[src/rtl/color_keyed_palette_blit_hmirror_macros.svh]
// Assertion helpers shared by the blitter RTL.
// Both macros compile to nothing when SYNTHESIS is defined.
`ifndef COLOR_KEYED_PALETTE_BLIT_HMIRROR_MACROS_SVH
`define COLOR_KEYED_PALETTE_BLIT_HMIRROR_MACROS_SVH

`ifndef SYNTHESIS
// Check a property on every rising edge, ignored while reset is asserted.
`define CKPB_ASSERT(name, clk, rstn, prop, msg) \
    name: assert property (@(posedge clk) disable iff (!rstn) prop) else $error(msg);
// Check a property on every rising edge, reset cycles included.
`define CKPB_ASSERT_ALWAYS(name, clk, prop, msg) \
    name: assert property (@(posedge clk) prop) else $error(msg);
`else
`define CKPB_ASSERT(name, clk, rstn, prop, msg)
`define CKPB_ASSERT_ALWAYS(name, clk, prop, msg)
`endif

`endif

[src/rtl/ckpb_pkg.sv]
`timescale 1ns / 1ps
`default_nettype none

package ckpb_pkg;

    // Address width default and the range of the destination address field
    localparam int unsigned ADDR_BITS_DEFAULT = 24;
    localparam int unsigned DEST_ADDR_W       = 24;

    // Field widths
    localparam int unsigned KIND_W   = 2;
    localparam int unsigned INDEX_W  = 8;
    localparam int unsigned COLOR_W  = 16;
    localparam int unsigned COORD_W  = 16;
    localparam int unsigned CODE_W   = 8;

    // Stream widths
    localparam int unsigned S_TDATA_W = 96;
    localparam int unsigned S_TUSER_W = KIND_W;
    localparam int unsigned M_TDATA_W = DEST_ADDR_W + COLOR_W;

    // Palette
    localparam int unsigned PALETTE_DEPTH = 256;

    // Configuration port
    localparam int unsigned CFG_INDEX_W = 1;
    localparam int unsigned CFG_DATA_W  = 16;

    typedef enum logic [CFG_INDEX_W-1:0] {
        CFG_PITCH_WORDS       = 1'b0,
        CFG_TRANSPARENT_INDEX = 1'b1
    } cfg_index_t;

    localparam logic [COORD_W-1:0] PITCH_RESET       = 16'd640;
    localparam logic [CODE_W-1:0]  TRANSPARENT_RESET = 8'd0;

    // Input beat kinds
    typedef enum logic [KIND_W-1:0] {
        KIND_PALETTE = 2'd0,
        KIND_START   = 2'd1,
        KIND_PIXEL   = 2'd2
    } kind_t;

    // Input beat after unpacking
    typedef struct packed {
        kind_t              kind;
        logic [COORD_W-1:0] origin_x;
        logic [COORD_W-1:0] origin_y;
        logic [COORD_W-1:0] bitmap_width;
        logic [COORD_W-1:0] bitmap_height;
        logic [CODE_W-1:0]  pixel_code;
    } item_t;

endpackage

`default_nettype wire

[src/rtl/ckpb_ram.sv]
`timescale 1ns / 1ps
`default_nettype none

module ckpb_ram #(
    parameter int unsigned WIDTH = 16,
    parameter int unsigned DEPTH = 256
) (
    input  wire logic                     aclk,
    input  wire logic                     wr_en,
    input  wire logic [$clog2(DEPTH)-1:0] wr_addr,
    input  wire logic [WIDTH-1:0]         wr_data,
    input  wire logic                     rd_en,
    input  wire logic [$clog2(DEPTH)-1:0] rd_addr,
    output logic      [WIDTH-1:0]         rd_data
);

    logic [WIDTH-1:0] mem_reg [DEPTH];
    logic [WIDTH-1:0] rd_data_reg;

    // Write port
    always_ff @(posedge aclk) begin
        if (wr_en) begin
            mem_reg[wr_addr] <= wr_data;
        end
    end

    // Registered read port, held while not enabled
    always_ff @(posedge aclk) begin
        if (rd_en) begin
            rd_data_reg <= mem_reg[rd_addr];
        end
    end

    assign rd_data = rd_data_reg;

endmodule

`default_nettype wire

[src/rtl/color_keyed_palette_blit_hmirror.sv]
`timescale 1ns / 1ps
`default_nettype none
`include "color_keyed_palette_blit_hmirror_macros.svh"

// Color-keyed palette blitter with horizontal mirroring.
// Input stream s_*: tuser carries the beat kind (palette write, start, pixel),
// tdata the palette entry, start geometry or pixel code. Output stream m_*:
// one beat per pixel of a bitmap in progress, tdata holds address and color,
// tuser the write enable, tlast marks the final pixel of the bitmap.
// Palette and start beats, and pixels with no bitmap open, produce no beat.
// Config channel cfg_*: index 0 is the line pitch, index 1 the transparent
// code; write it only while the block is idle. cfg_ready is always high.
// Throughput: one input beat per cycle; a beat passes one working stage
// (palette RAM read plus counter and address update) and an output register.
// When m_tready is low the output register and the working stage fill and
// s_tready drops; nothing is lost. Reset clears the pipeline, the bitmap
// counters and the config registers (pitch 640, transparent code 0); the
// palette RAM is not cleared and must be loaded before its entries are used.
module color_keyed_palette_blit_hmirror #(
    parameter int unsigned ADDR_BITS = ckpb_pkg::ADDR_BITS_DEFAULT
) (
    input  wire logic                              aclk,
    input  wire logic                              aresetn,
    // Input stream
    input  wire logic                              s_tvalid,
    output logic                                   s_tready,
    // tdata: table_index[7:0], table_color[23:8], origin_x[39:24],
    //        origin_y[55:40], bitmap_width[71:56], bitmap_height[87:72],
    //        pixel_code[95:88]
    input  wire logic [ckpb_pkg::S_TDATA_W-1:0]    s_tdata,
    // tuser: kind[1:0]
    input  wire logic [ckpb_pkg::S_TUSER_W-1:0]    s_tuser,
    // Output stream
    output logic                                   m_tvalid,
    input  wire logic                              m_tready,
    // tdata: dest_address[23:0], pixel_color[39:24]
    output logic      [ckpb_pkg::M_TDATA_W-1:0]    m_tdata,
    // tuser: write_enable[0]
    output logic                                   m_tuser,
    output logic                                   m_tlast,
    // Configuration writes
    input  wire logic                              cfg_valid,
    output logic                                   cfg_ready,
    input  wire logic [ckpb_pkg::CFG_INDEX_W-1:0]  cfg_index,
    input  wire logic [ckpb_pkg::CFG_DATA_W-1:0]   cfg_data
);

    import ckpb_pkg::*;

    // Configuration registers
    logic [COORD_W-1:0]   pitch_reg;
    logic [CODE_W-1:0]    transparent_reg;

    // Working stage
    logic                 s1_valid_reg, s1_valid_next;
    item_t                s1_item_reg;
    item_t                in_item;

    // Bitmap state
    logic [ADDR_BITS-1:0] row_base_reg, row_base_next;
    logic [COORD_W-1:0]   column_count_reg, column_count_next;
    logic [COORD_W-1:0]   row_count_reg, row_count_next;
    logic [COORD_W-1:0]   width_held_reg, width_held_next;
    logic [COORD_W-1:0]   height_held_reg, height_held_next;
    logic                 active_reg, active_next;

    // Output register
    logic                   m_valid_reg, m_valid_next;
    logic [DEST_ADDR_W-1:0] m_addr_reg, m_addr_next;
    logic [COLOR_W-1:0]     m_color_reg, m_color_next;
    logic                   m_we_reg, m_we_next;
    logic                   m_last_reg, m_last_next;

    logic                 s_accept;
    logic                 s1_fire;
    logic [COLOR_W-1:0]   palette_color;
    logic [2*COORD_W-1:0] start_product;
    logic [2*COORD_W-1:0] start_sum;
    logic [COORD_W-1:0]   mirror_col;
    logic [ADDR_BITS-1:0] pixel_addr;
    logic                 row_end;
    logic                 last_pixel;
    logic                 opaque;
    logic                 emit;

    // Unpack the input beat
    assign in_item.kind          = kind_t'(s_tuser);
    assign in_item.origin_x      = s_tdata[39:24];
    assign in_item.origin_y      = s_tdata[55:40];
    assign in_item.bitmap_width  = s_tdata[71:56];
    assign in_item.bitmap_height = s_tdata[87:72];
    assign in_item.pixel_code    = s_tdata[95:88];

    // Handshakes
    assign s1_fire  = s1_valid_reg && (!m_valid_reg || m_tready);
    assign s_tready = !s1_valid_reg || !m_valid_reg || m_tready;
    assign s_accept = s_tvalid && s_tready;

    // Palette: write on accepted palette beats, read on accepted pixel beats
    ckpb_ram #(
        .WIDTH (COLOR_W),
        .DEPTH (PALETTE_DEPTH)
    ) u_palette (
        .aclk    (aclk),
        .wr_en   (s_accept && (in_item.kind == KIND_PALETTE)),
        .wr_addr (s_tdata[7:0]),
        .wr_data (s_tdata[23:8]),
        .rd_en   (s_accept && (in_item.kind == KIND_PIXEL)),
        .rd_addr (in_item.pixel_code),
        .rd_data (palette_color)
    );

    // Configuration writes
    assign cfg_ready = 1'b1;

    always_ff @(posedge aclk) begin
        if (!aresetn) begin
            pitch_reg       <= PITCH_RESET;
            transparent_reg <= TRANSPARENT_RESET;
        end else if (cfg_valid && cfg_ready) begin
            unique case (cfg_index_t'(cfg_index))
                CFG_PITCH_WORDS:       pitch_reg       <= cfg_data;
                CFG_TRANSPARENT_INDEX: transparent_reg <= cfg_data[CODE_W-1:0];
                default:               pitch_reg       <= pitch_reg;
            endcase
        end
    end

    // Pixel arithmetic in the working stage
    assign start_product = s1_item_reg.origin_y * pitch_reg;
    assign start_sum     = start_product + (2*COORD_W)'(s1_item_reg.origin_x);
    assign mirror_col    = width_held_reg - COORD_W'(1) - column_count_reg;
    assign pixel_addr    = row_base_reg + ADDR_BITS'(mirror_col);
    assign row_end       = ((COORD_W+1)'(column_count_reg) + (COORD_W+1)'(1))
                           == (COORD_W+1)'(width_held_reg);
    assign last_pixel    = row_end
                           && (((COORD_W+1)'(row_count_reg) + (COORD_W+1)'(1))
                               == (COORD_W+1)'(height_held_reg));
    assign opaque        = s1_item_reg.pixel_code != transparent_reg;
    assign emit          = (s1_item_reg.kind == KIND_PIXEL) && active_reg;

    // Next state of the stage, bitmap counters and output register
    always_comb begin
        s1_valid_next     = s1_valid_reg;
        row_base_next     = row_base_reg;
        column_count_next = column_count_reg;
        row_count_next    = row_count_reg;
        width_held_next   = width_held_reg;
        height_held_next  = height_held_reg;
        active_next       = active_reg;
        m_valid_next      = m_valid_reg;
        m_addr_next       = m_addr_reg;
        m_color_next      = m_color_reg;
        m_we_next         = m_we_reg;
        m_last_next       = m_last_reg;

        // Drain the output register when taken
        if (m_tready) begin
            m_valid_next = 1'b0;
        end

        if (s1_fire) begin
            s1_valid_next = 1'b0;
            unique case (s1_item_reg.kind)
                KIND_START: begin
                    width_held_next   = s1_item_reg.bitmap_width;
                    height_held_next  = s1_item_reg.bitmap_height;
                    row_base_next     = start_sum[ADDR_BITS-1:0];
                    column_count_next = '0;
                    row_count_next    = '0;
                    active_next       = (s1_item_reg.bitmap_width != '0)
                                        && (s1_item_reg.bitmap_height != '0);
                end
                KIND_PIXEL: begin
                    if (active_reg) begin
                        m_valid_next = 1'b1;
                        m_addr_next  = DEST_ADDR_W'(pixel_addr);
                        m_color_next = opaque ? palette_color : '0;
                        m_we_next    = opaque;
                        m_last_next  = last_pixel;
                        // Advance column, wrap to the next line at row end
                        if (row_end) begin
                            column_count_next = '0;
                            row_count_next    = row_count_reg + COORD_W'(1);
                            row_base_next     = row_base_reg + ADDR_BITS'(pitch_reg);
                            if (last_pixel) begin
                                active_next = 1'b0;
                            end
                        end else begin
                            column_count_next = column_count_reg + COORD_W'(1);
                        end
                    end
                end
                default: begin
                    active_next = active_reg;
                end
            endcase
        end

        // Load a new beat into the stage
        if (s_accept) begin
            s1_valid_next = 1'b1;
        end
    end

    // Control registers
    always_ff @(posedge aclk) begin
        if (!aresetn) begin
            s1_valid_reg     <= 1'b0;
            m_valid_reg      <= 1'b0;
            row_base_reg     <= '0;
            column_count_reg <= '0;
            row_count_reg    <= '0;
            width_held_reg   <= '0;
            height_held_reg  <= '0;
            active_reg       <= 1'b0;
        end else begin
            s1_valid_reg     <= s1_valid_next;
            m_valid_reg      <= m_valid_next;
            row_base_reg     <= row_base_next;
            column_count_reg <= column_count_next;
            row_count_reg    <= row_count_next;
            width_held_reg   <= width_held_next;
            height_held_reg  <= height_held_next;
            active_reg       <= active_next;
        end
    end

    // Payload registers
    always_ff @(posedge aclk) begin
        if (s_accept) begin
            s1_item_reg <= in_item;
        end
        m_addr_reg  <= m_addr_next;
        m_color_reg <= m_color_next;
        m_we_reg    <= m_we_next;
        m_last_reg  <= m_last_next;
    end

    // Output stream
    assign m_tvalid = m_valid_reg;
    assign m_tdata  = {m_color_reg, m_addr_reg};
    assign m_tuser  = m_we_reg;
    assign m_tlast  = m_last_reg;

    // Checks
    `CKPB_ASSERT(a_stall_only_when_full, aclk, aresetn, !s_tready |-> (s1_valid_reg && m_valid_reg && !m_tready), "input stalled while pipeline has room")
    `CKPB_ASSERT(a_column_in_range, aclk, aresetn, active_reg |-> (column_count_reg < width_held_reg), "column counter past bitmap width")
    `CKPB_ASSERT(a_last_closes_bitmap, aclk, aresetn, (s1_fire && emit && last_pixel) |=> !active_reg, "bitmap still open after its last pixel")
    `CKPB_ASSERT(a_transparent_no_color, aclk, aresetn, (m_valid_reg && !m_we_reg) |-> (m_color_reg == '0), "skipped pixel carries a color")
    `CKPB_ASSERT_ALWAYS(a_reset_empties_output, aclk, !aresetn |=> (!m_valid_reg && !s1_valid_reg), "pipeline not empty after reset")

endmodule

`default_nettype wire

[config.mk]
export PLATFORM = sky130hd
export DESIGN_NAME = color_keyed_palette_blit_hmirror
export DESIGN_NICKNAME = d
export VERILOG_FILES = /design/src/rtl/ckpb_pkg.sv /design/src/rtl/ckpb_ram.sv /design/src/rtl/color_keyed_palette_blit_hmirror.sv
export VERILOG_INCLUDE_DIRS = /design/src /design/src/rtl
export SDC_FILE = /design/constraint.sdc
export NUM_CORES = 2
export LEC_CHECK = 0
export CAP_MARGIN = 20
export CORE_ASPECT_RATIO = 0.6
export CORE_MARGIN = 2
export CORE_UTILIZATION = 63
export DETAILED_ROUTE_END_ITERATION = 10
export DONT_BUFFER_PORTS = 1
export GPL_TIMING_DRIVEN = 1
export PLACE_DENSITY = 0.79
export REMOVE_ABC_BUFFERS = 1
export SLEW_MARGIN = 0
export SYNTH_ARGS = -nofsm -noshare
export SYNTH_HDL_FRONTEND = slang
export SYNTH_SLANG_ARGS = --single-unit
[constraint.sdc]
create_clock -name aclk -period 7 [get_ports aclk]
set_clock_uncertainty 0.2 [all_clocks]
set_input_delay 0.35 -clock aclk [delete_from_list [all_inputs] [get_ports aclk]]
set_output_delay 0.35 -clock aclk [all_outputs]
set_load 0.02 [all_outputs]
==> metrics <==
unrepaired setup endpoints after global routing=false; Vias/cell=7.41; Max Buffers Root-to-Sink=4; TritonRoute pass-1 iters=9; Max Cap Viol=0; DP HPWL=265000 um; reported net switching power=13.4 mW; Synth Area in Compound Gates=1.14%; final hold vios=0; Initial Utilization=63.2%; CTS clk-pin slew, worst paths=0.07 ns; Top FF cell, synth=edfxtp_1; fin cells=12.8k; YS warnings=0; P&R area growth vs syn=12.3%; normalized max-slew margin=-95.1%; WL/cell=41.4 um; CP endpoint kind=register; CTS Buf Count=374; all-layer global routing usage=36.6%; fin util=71.0%; max FFs per register=4096; Hold Path Class=in -> reg; Clock Tree Root=clkbuf_16; # port buffers=0; drt first-iter violations=18.8k; Die Y=413 um; placed inst area=182000 um2; total gr overflow=0; pwr/cell area=282 nW/um2; Startpoint Class=register; Max Clock Freq=149 MHz; Ports=165; clock latency on the worst-skew pair=0.98 ns; sequential share of power=51.6%; Slew @ Worst Pin=2.93 ns; post-route design area=197000 um2; Final #Nets=9207; core area=278000 um2; Unique masters post-synth=77; number of flops mapped to enable cells by yosys=4228; Int Pwr=42.2 mW; CTS HTree Levels=5; Cell Rows=150; layout cell share with drive strength beyond 1=26.4%; P_leak=63.3 nW; Crit Path Category=reg -> reg; sequential-to-total area share from yosys stat=73.6%; status=complete, but fails checks; vias=95.2k; WP data arrival=7.35 ns; GPL Wtd Cong=0.903; Pwr Total=55.6 mW; Final TNS setup=0 ns; first-pass GRT wire length=720000 um; crit share post-route=96.2%; Netlist Area Pre-Place=176000 um2; Routed Antenna Nets=0; initial antenna violation count=69; Slew Viols, Final=893; Final min period=6.73 ns; clock tree sinks=4343; Die Wd=686 um; vias in the first global route=91.7k; adder-cell share of the synthesized area=3.00%; switching portion of total power=24.1%; post-synthesis mux area share=17.4%; Cells after DPL=11.8k; simple-gate portion of the synthesized area=2.60%; Clock Power Share=38.5%; worst vdd ir=0.308 mV; cells after synthesis=8200; post-synthesis area per instance=21.4 um2; number of setup violations in the final report=0; final wirelength=532000 um; Req. time, crit path=7.62 ns; ys async rst share=0%; DR DRC count=0; largest family of logic cells by synthesized area=multiplexers; violated checks=max-slew violations; pin count of the biggest net entering global routing=258; FF+latch count, synth=4343; Comb power frac=10.0%; Max FO, Critical Path=8; Post-Synth XOR/XNOR Area=0.643%; Die ar.=283000 um2; CTS tree=built
==> kinds of logic (layout without fill, tap and decap cells) <==
group                    count (synthesis)  count (layout)
multiplexers                          1362            1362
AND/OR/NAND/NOR                        997             997
buffers and inverters                  733            1607
XOR/XNOR                               129             129
flip-flops                            4343            4343
AO/OA/AOI/OAI                          326             326
adder cells (fa/ha/maj)                309             309
other                                    1              41
==> power groups by stage <==
stage | registers (mW) | clock network, mW | logic [mW]
after floorplan | 29.2 | 0 | 2.75
after CTS | 28.7 | 21.2 | 5.25
after global routing | 28.7 | 22.2 | 5.83
after global placement | 29.2 | 0 | 4.50
final | 28.7 | 21.4 | 5.54
after detailed placement | 29.2 | 0 | 4.55
==> worst paths after layout <==
path,startpoint,end,slack [ns],cells past startpoint
hold reg to reg,height_held_reg[15],height_held_reg[15],0.27,2
setup / recovery,s1_item_reg[43],row_base_reg[23],0.27,23
setup reg to reg,s1_item_reg[43],row_base_reg[23],0.27,23
hold / removal,s_tdata[3],u_palette.mem_reg[133][10],0.06,3
==> repair_timing <==
| action | CTS | global route |
|---|---|---|
| hold buffers | 226 | 1 |
| resized for setup | 0 | 3 |
| endpoints found under the setup margin | 0 | 1 |
| setup buffers | 0 | 3 |
| hold endpoints to repair | 4323 | 3 |
==> critical path, stage by stage, from the launching register on <==
cell and delay (ns):
edfxtp_1 0.53, buf_4 0.25, and2_1 0.18, fa_1 0.51, inv_1 0.05, fa_1 0.52, inv_1 0.07, ha_1 0.19
fa_1 0.47, fa_1 0.56, inv_1 0.05, fa_1 0.47, inv_1 0.05, ha_1 0.32, o21a_1 0.17, o21ai_0 0.13
a221oi_1 0.49, a31oi_1 0.23, o31ai_1 0.32, buf_4 0.20, o41ai_4 0.07, o21ai_1 0.19, xnor2_1 0.10, a2111oi_2 0.34
==> routing by layer <==
| metal | up-vias | global-route usage, % | wire (um) |
|---|---|---|---|
| li1 | 34700 | - | - |
| met2 | 9734 | 52.9 | 239000 |
| met1 | 49200 | 52.5 | 181000 |
| met4 | 54 | 12.7 | 24200 |
| met5 | - | 0 | 380 |
| met3 | 1514 | 13.4 | 87400 |
==> cells in the mapped netlist, types with 13 or more instances <==
master	n	area, um2
nand2b_1	14	87.6
o21a_1	20	150
a21oi_1	134	671
nand3_1	55	275
nor2b_1	18	113
buf_2	65	325
buf_1	72	270
o21ai_0	64	320
inv_1	308	1160
a21o_1	14	105
xor2_1	41	359
clkbuf_1	282	1060
xnor2_1	88	771
a211oi_1	13	97.6
nand4_1	15	93.8
mux4_2	1360	30600
edfxtp_1	4228	127000
nor4_1	20	125
dfxtp_1	115	2300
nand2_1	319	1200
and2_1	116	726
fa_1	187	3740
nor3_1	43	215
nor2_1	342	1280
ha_1	122	1530
==> metrics by stage <==
step	hold slack, ns	setup slack (ns)
2_1_floorplan	0.222	0.731
3_3_place_gp	0.249	0.176
6_report	0.0592	0.268
3_5_place_dp	0.249	0.180
4_1_cts	0.00105	0.109
5_1_grt	0.00610	0.0239
==> placed cells by master, fill, tap and decap left out, types with 15 or more instances in the layout <==
master,n
nor2_2,53
clkbuf_16,383
xor2_1,41
clkinv_1,71
nand3_1,49
xnor2_1,88
clkinvlp_4,16
nor2_1,289
buf_4,329
nand4_1,15
clkinv_2,70
o21ai_0,62
nand2_1,314
diode_2,40
dlygate4sd3_1,206
a21oi_1,133
bufinv_16,36
o21a_1,20
nor4_1,20
buf_16,36
ha_1,122
edfxtp_1,4228
fa_1,187
buf_12,24
dfxtp_1,115
and2_1,116
clkbuf_1,73
nor3_1,43
mux4_2,1360
inv_1,306
buf_8,25
nor2b_1,18
==> final cells by class <==
type                    instances  area (um2)
flip-flops and latches       4343      129000
clock buffers                 456        9860
diodes                         40         100
multi-input cells            3124       43800
inverters                     310        1160
fillers                     15100       80500
well taps                    3724        4660
clock inverters               216        2130
repair buffers                625        6430
Note: power is estimated with default switching activity, not from simulation.
